--- config.mk ---
export PLATFORM = sky130hd
export DESIGN_NAME = mlfq_fifo
export DESIGN_NICKNAME = d
export VERILOG_FILES = /design/src/mlfq_fifo.sv
export SDC_FILE = /design/constraint.sdc
export NUM_CORES = 1
export LEC_CHECK = 0
export ABC_AREA = 1
export BUFFER_PORTS_ARGS = -buffer_cell sky130_fd_sc_hd__buf_2
export CORE_UTILIZATION = 57
export CTS_CLUSTER_DIAMETER = 50
export CTS_CLUSTER_SIZE = 25
export DETAILED_ROUTE_END_ITERATION = 10
export HOLD_SLACK_MARGIN = 0.02
export PLACE_DENSITY = 0.7
export SLEW_MARGIN = 20
export SYNTH_ARGS = -nofsm -noshare
export SYNTH_HDL_FRONTEND = slang
export SYNTH_SLANG_ARGS = --single-unit
--- constraint.sdc ---
create_clock -name clk -period 5.2 [get_ports clk]
set_clock_uncertainty 0.05 [all_clocks]
set_input_delay 0.52 -clock clk [delete_from_list [all_inputs] [get_ports clk]]
set_output_delay 0.52 -clock clk [all_outputs]
set_load 0.03 [all_outputs]
--- src/mlfq_fifo.sv ---
// Ready queue of process slots, circular buffer; a push to a full queue is dropped.
module mlfq_fifo #(
  parameter int DEPTH = 16,
  parameter int W     = 4
) (
  input  logic         clk,
  input  logic         rst,
  input  logic         push,
  input  logic [W-1:0] push_data,
  input  logic         pop,
  output logic [W-1:0] head_data,
  output logic         empty
);
  localparam int PW = (DEPTH > 1) ? $clog2(DEPTH) : 1;
  localparam int CW = $clog2(DEPTH + 1);

  logic [W-1:0]  mem [DEPTH];
  logic [PW-1:0] head;
  logic [PW-1:0] tail;
  logic [CW-1:0] count;
  logic          do_push;
  logic          do_pop;

  assign empty     = (count == '0);
  assign head_data = mem[head];
  assign do_push   = push && (count != CW'(DEPTH));
  assign do_pop    = pop && !empty;

  always_ff @(posedge clk) begin
    if (do_push) begin
      mem[tail] <= push_data;
    end
  end

  always_ff @(posedge clk) begin
    if (rst) begin
      head  <= '0;
      tail  <= '0;
      count <= '0;
    end else begin
      if (do_push) begin
        tail <= (tail == PW'(DEPTH - 1)) ? '0 : tail + 1'b1;
      end
      if (do_pop) begin
        head <= (head == PW'(DEPTH - 1)) ? '0 : head + 1'b1;
      end
      if (do_push && !do_pop) begin
        count <= count + 1'b1;
      end else if (do_pop && !do_push) begin
        count <= count - 1'b1;
      end
    end
  end
endmodule

==> results of run 1 <==
[registers in the layout, summed over array words and instances, names as in the netlist, named ones only]
register  cells
mem          64
count         5
tail          4
head          4
[cells by family after synthesis]
family          synth area share
xor+xnor                0.006791
simple gates              0.2538
buf+inv                  0.09926
fa+ha+maj                0.03750
compound gates           0.01811
flops                     0.5845
[where the power goes]
group          internal [mW]  switching (mW)
Sequential             0.746          0.0755
Combinational          0.191           0.357
Clock                  0.222           0.217
Total                   1.16           0.650
[per-stage QoR]
stage | util | setup slack [ns]
floorplan | - | 3.177
global placement | 0.6093 | 2.635
detailed placement | 0.6093 | 2.586
CTS | 0.6385 | 2.198
global route | 0.6387 | 2.440
finish | 0.6387 | 2.613
[worst register-to-register path, stage by stage, from the launching register on]
cell and delay (ns):
dfxtp_1 0.38, nor2_4 0.16, nand3_4 0.13, nand2_8 0.12
inv_6 0.06, ha_1 0.24, inv_1 0.16, ha_1 0.28
or2_2 0.29, nand3_1 0.09, nand3_1 0.07, nand2_1 0.06
inv_1 0.03
[worst min-delay path by stage]
stage | to | slack [ns]
3_5_place_dp | head[1] | 0.47
5_1_grt | tail[0] | 0.41
6_report | tail[0] | 0.41
3_3_place_gp | count[0] | 0.47
2_1_floorplan | register | 0.44
4_1_cts | tail[0] | 0.41
[final cells by class]
| class | instances | area [sq um] |
|---|---|---|
| clock buffers | 11 | 131.4 |
| clock inverters | 5 | 57.56 |
| fillers | 535 | 2333 |
| inverters | 76 | 292.8 |
| multi-input cells | 244 | 1224 |
| flip-flops and latches | 81 | 2263 |
| well taps | 77 | 96.34 |
| repair buffers | 12 | 60.06 |
[placed cells by master (no fill, tap or decap), drive strengths merged, types with 2 or more instances in the layout]
cell    instances
nand2         121
inv            76
edfxtp         64
nand3          60
nor2           30
dfxtp          17
buf            12
clkbuf         11
ha             10
a21oi           8
o21ai           6
clkinv          4
nor3            3
xor2            2
[layer usage]
| metal | up-vias | global-route usage |
|---|---|---|
| met5 | - | 0 |
| li1 | 1333 | - |
| met2 | 87 | 0.3227 |
| met4 | 0 | 0.09245 |
| met3 | 18 | 0.05408 |
| met1 | 1219 | 0.3393 |
==> run summary, run 1 <==
total grt overflow = 0
post-route minimum period = 2.587 ns
slowest stage delay, CP = 0.72 ns
Hold Startpoint = rst
sequential area share after synthesis = 0.5845
placed wire-length estimate = 5139 microns
Fin Hold WS = 0.4117 ns
largest net degree at the start of global routing = 34
Clock Sinks = 81
failing checks = design-rule violations
Crit. End Element = output port
Hold WC Path Type = primary input to register
final setup fails = 0
CP Max Fanout = 33
Worst-Skew Late Latency = 0.34 ns
final hold vios = 0
hold path depth = 2
Die Width = 84.40 microns
dpl cell area = 3935 sq um
syn nets = 432
clk slew on worst S/H paths = 0.07 ns
most used cell, CP = nand3_1
vias = 2,657
TNS Setup = 0 ns
Seq cells post-synth = 81
num ports = 13
Critical Path AT = 2.02 ns
Peak VDD IR = 0.3461 mV
Synth Cell Area = 3870 sq um
CTS hold repair buffers = 0
CTS tree = built
GPL Wtd Cong = 0.9064
total power = 1.809 mW
worst reg-to-reg path cell count = 12
crit path launch type = register
Top Layer Used = met4
Syn Area/Cell = 9.370 sq um
vias in the first global route = 2,415
dpl cells = 490
total CTS buffers = 9
WS Path Type = register to output port
number of diodes = 0
Main synth FF type = edfxtp_1
Commonest cells post-synth = nand2_1 (115), inv_1 (72), edfxtp_1 (64), nand3_1 (58), nor2_1 (26)
DRC viols = 2
outcome = finished, violations left
# nets final = 443
Max Cap Violations = 0
Tcrit/Tclk final = 0.4974
total routed wirelength = 7500 microns
pwr dens = 438.6 nW/um^2
synth top area cells = edfxtp_1 (50%), nand2_1 (11%), dfxtp_1 (8.8%), nand3_1 (7.5%), inv_1 (7.0%)
Worst-Margin Slew = 0.5959 ns
initial antenna violation count = 0
top cell family by delay on the critical path = flip-flops
crit-path cells = inv_4 > nand2_1 > nand3_1 > nand3_1 > nand3_1 > nand2_1 > buf_2
cell depth of the worst setup path = 7
metal2 WL = 3280 microns
leakage = 1.852 nW
number of flops mapped to enable cells by yosys = 64
IO buf count = 12
Synth cell types = 28
non-filler cells, final = 506
CP Capture Point = head_data[0]
Mapped Cells = 413
DR pass1 iterations = 8
f_max = 386.6 MHz
layout cells sized above 1 = 0.1026
Layout Area Growth over Synthesis = 6.596%
die area = 7123 sq um
H-tree level count = 3
CTS Buffer Depth = 2
WL met3 = 430 microns
M1 wire length = 3631 microns
CORE AREA = 6459 sq um
Initial Utilization = 0.5992
iteration-0 DRC count of the detailed router = 262
first-pass GRT wire length = 12,050 microns
most instantiated library cell after synthesis = nand2_1
worst path required time = 4.63 ns
design area = 4125 sq um
Setup Buffers After CTS = 0
unrepaired setup endpoints after global routing = no
yosys warns = 0
reg2reg end = count[4]
R2R setup slack = 3.00 ns
root buf cell = clkbuf_8
CTS-repair resized insts = 0
Reg-to-Reg Start = count[0]
CP max-delay cell = dfxtp_2
FFs w/ async S/R, synth = 0
vias per cell = 5.251
area leader, netlist = edfxtp_1
Max Slew Vio Count = 0
max_slew headroom = 0.6028
final antenna-violating net count = 0
FP Rows = 29
Die Y = 84.40 microns
Yosys top cell area share = 0.4966
gr usage total = 0.2277
WL/cell = 14.82 microns
crit path buf inv count = 2
(Power assumes the default switching activity.)
==> inputs of run 2 (changes only) <==
==> constraint.sdc (replaced) <==
create_clock -name clk -period 2.42 [get_ports clk]
set_clock_uncertainty 0.05 [all_clocks]
set_input_delay 0.242 -clock clk [delete_from_list [all_inputs] [get_ports clk]]
set_output_delay 0.242 -clock clk [all_outputs]
set_load 0.03 [all_outputs]
==> run summary, run 2 (synthesized netlist as in run 1, its figures left out) <==
outcome = finished, violations left (unchanged)
failing checks = design-rule violations (unchanged)
WL/cell = 14.39 microns (was 14.82 microns)
CORE AREA = 6459 sq um (unchanged)
DR pass1 iterations = 8 (unchanged)
total grt overflow = 0 (unchanged)
layout cells sized above 1 = 0.1067 (was 0.1026)
Clock Sinks = 81 (unchanged)
Switching Power = 1.419 mW (was 0.6500 mW)
Fin Hold WS = 0.1342 ns (was 0.4117 ns)
Internal = 2.692 mW (was 1.159 mW)
placed wire-length estimate = 4830 microns (was 5139 microns)
Tcrit/Tclk final = 0.9071
WS Path Type = register to output port (unchanged)
Reg power frac = 0.416 (was 0.454)
area taken by multi-input logic gates = 1224 sq um (unchanged)
Worst-Skew Late Latency = 0.34 ns (about the same)
switch share = 0.3452 (was 0.3592)
final setup fails = 0 (unchanged)
Top Layer Used = met4 (unchanged)
H-tree level count = 3 (unchanged)
Comb pwr share = 0.309 (was 0.303)
f_max = 455.5 MHz
M1 wire length = 3450 microns (was 3631 microns)
# nets final = 445 (was 443)
CP Capture Point = head_data[1] (was head_data[0])
vias = 2,590 (was 2,657)
Top Registers = mem (64), count (5) (unchanged)
post-route minimum period = 2.195 ns
DRC viols = 2 (unchanged)
fill count = 545 (was 535)
clk slew on worst S/H paths = 0.08 ns (was 0.07 ns)
worst reg-to-reg path cell count = 12 (unchanged)
Layout Area Growth over Synthesis = 8.374% (was 6.596%)
pwr dens = 980.2 nW/um^2 (was 438.6 nW/um^2)
Die Y = 84.40 microns (unchanged)
worst path required time = 2.13 ns (was 4.63 ns)
metal2 WL = 3443 microns (was 3280 microns)
Initial Utilization = 0.5992 (unchanged)
Top reg by flops = mem (unchanged)
TNS Setup = 0 ns (unchanged)
iteration-0 DRC count of the detailed router = 192 (was 262)
Crit. End Element = output port (unchanged)
FF/Latch Area = 2262 sq um (was 2263 sq um)
most common cell after layout, fill and taps aside = nand2_1 (unchanged)
CTS-repair resized insts = 0 (unchanged)
IO buf count = 12 (unchanged)
CTS hold repair buffers = 0 (unchanged)
Die Width = 84.40 microns (unchanged)
FP Rows = 29 (unchanged)
Reg-to-Reg Start = count[0] (unchanged)
Setup Buffers After CTS = 0 (unchanged)
Max Cap Violations = 0 (unchanged)
final antenna-violating net count = 0 (unchanged)
vias in the first global route = 2,473 (was 2,415)
CTS tree = built (unchanged)
number of flip-flops in the largest register = 64 (unchanged)
clock share of power = 0.275 (was 0.243)
final hold vios = 0 (unchanged)
Hold WC Path Type = primary input to register (unchanged)
initial antenna violation count = 0 (unchanged)
CP Max Fanout = 26 (was 33)
Max Slew Vio Count = 0 (unchanged)
crit path launch type = register (unchanged)
gr usage total = 0.2267 (was 0.2277)
most frequent cells in the layout = nand2_1 (115), inv_1 (72), edfxtp_1 (64) (unchanged)
GPL Wtd Cong = 0.9123 (was 0.9064)
R2R setup slack = 0.23 ns (was 3.00 ns)
Worst-Margin Slew = 0.6136 ns (was 0.5959 ns)
total routed wirelength = 7312 microns (was 7500 microns)
num ports = 13 (unchanged)
first-pass GRT wire length = 12,090 microns (was 12,050 microns)
max_slew headroom = 0.5878 (was 0.6028)
total CTS buffers = 9 (unchanged)
largest net degree at the start of global routing = 33 (was 34)
Critical Path AT = 1.90 ns (was 2.02 ns)
reg2reg end = count[4] (unchanged)
root buf cell = clkbuf_8 (unchanged)
die area = 7123 sq um (unchanged)
WL met3 = 357 microns (was 430 microns)
CTS Buffer Depth = 2 (unchanged)
number of diodes = 0 (unchanged)
leakage = 1.888 nW (was 1.852 nW)
unrepaired setup endpoints after global routing = no (unchanged)
Peak VDD IR = 0.6884 mV (was 0.3461 mV)
vias per cell = 5.098 (was 5.251)
## run 2: changes by cell type in the layout (fill, tap and decap cells not counted), sizes merged
cell    before  now
clkinv       4    1
buf         12   14
clkbuf      11   14
## run 2: through the flow
step,std cells,power (mW),worst slack [ns],utilization,cell area (sq um)
after detailed placement,492,3.004,0.2404,0.6116,3950
after global routing,508,4.356,0.04880,0.6494,4194
after floorplan,413,2.754,0.3966,-,3870
after global placement,492,2.980,0.2849,0.6116,3950
after CTS,508,4.130,0.2132,0.6494,4194
final,508,4.111,0.2248,0.6494,4194
## run 2: per-layer routing
metal,track usage,vias up
li1,-,1337
met1,0.3153,1181
met2,0.3554,68
met3,0.05605,4
met4,0.07088,0
met5,0,-
## run 2: area by class of cell
| class | instances | area share |
|---|---|---|
| inverters | 76 | 0.06981 |
| repair buffers | 14 | 0.01790 |
| clock buffers | 14 | 0.04893 |
| flip-flops and latches | 81 | 0.5394 |
| multi-input cells | 244 | 0.2918 |
| well taps | 77 | 0.02297 |
| clock inverters | 2 | 0.009248 |
## run 2: worst min path at each step
stage                 start        end  slack, ns  depth (start not counted)
6_report                rst    tail[0]       0.13                          2
5_1_grt                 rst    tail[0]       0.13                          2
4_1_cts                 rst    tail[0]       0.12                          2
3_5_place_dp       count[0]   count[0]       0.47                          1
3_3_place_gp       count[0]   count[0]       0.46                          1
2_1_floorplan  push_data[0]  mem[0][0]       0.29                          0
## run 2: worst max-delay path, cell delays in order, from the launching register on
cell,delay (ns)
dfxtp_1,0.53
buf_4,0.35
nand2_1,0.08
nand2_1,0.07
nand2_1,0.04
nand3_1,0.10
nand3_1,0.09
nand2_1,0.10
buf_2,0.20
## run 2: power groups by stage
stage | clock [mW] | combinational [mW] | sequential, mW
after floorplan | 0 | 1.05 | 1.70
after global placement | 0 | 1.24 | 1.74
after detailed placement | 0 | 1.26 | 1.74
after CTS | 1.15 | 1.27 | 1.71
after global routing | 1.20 | 1.43 | 1.73
final | 1.13 | 1.27 | 1.71
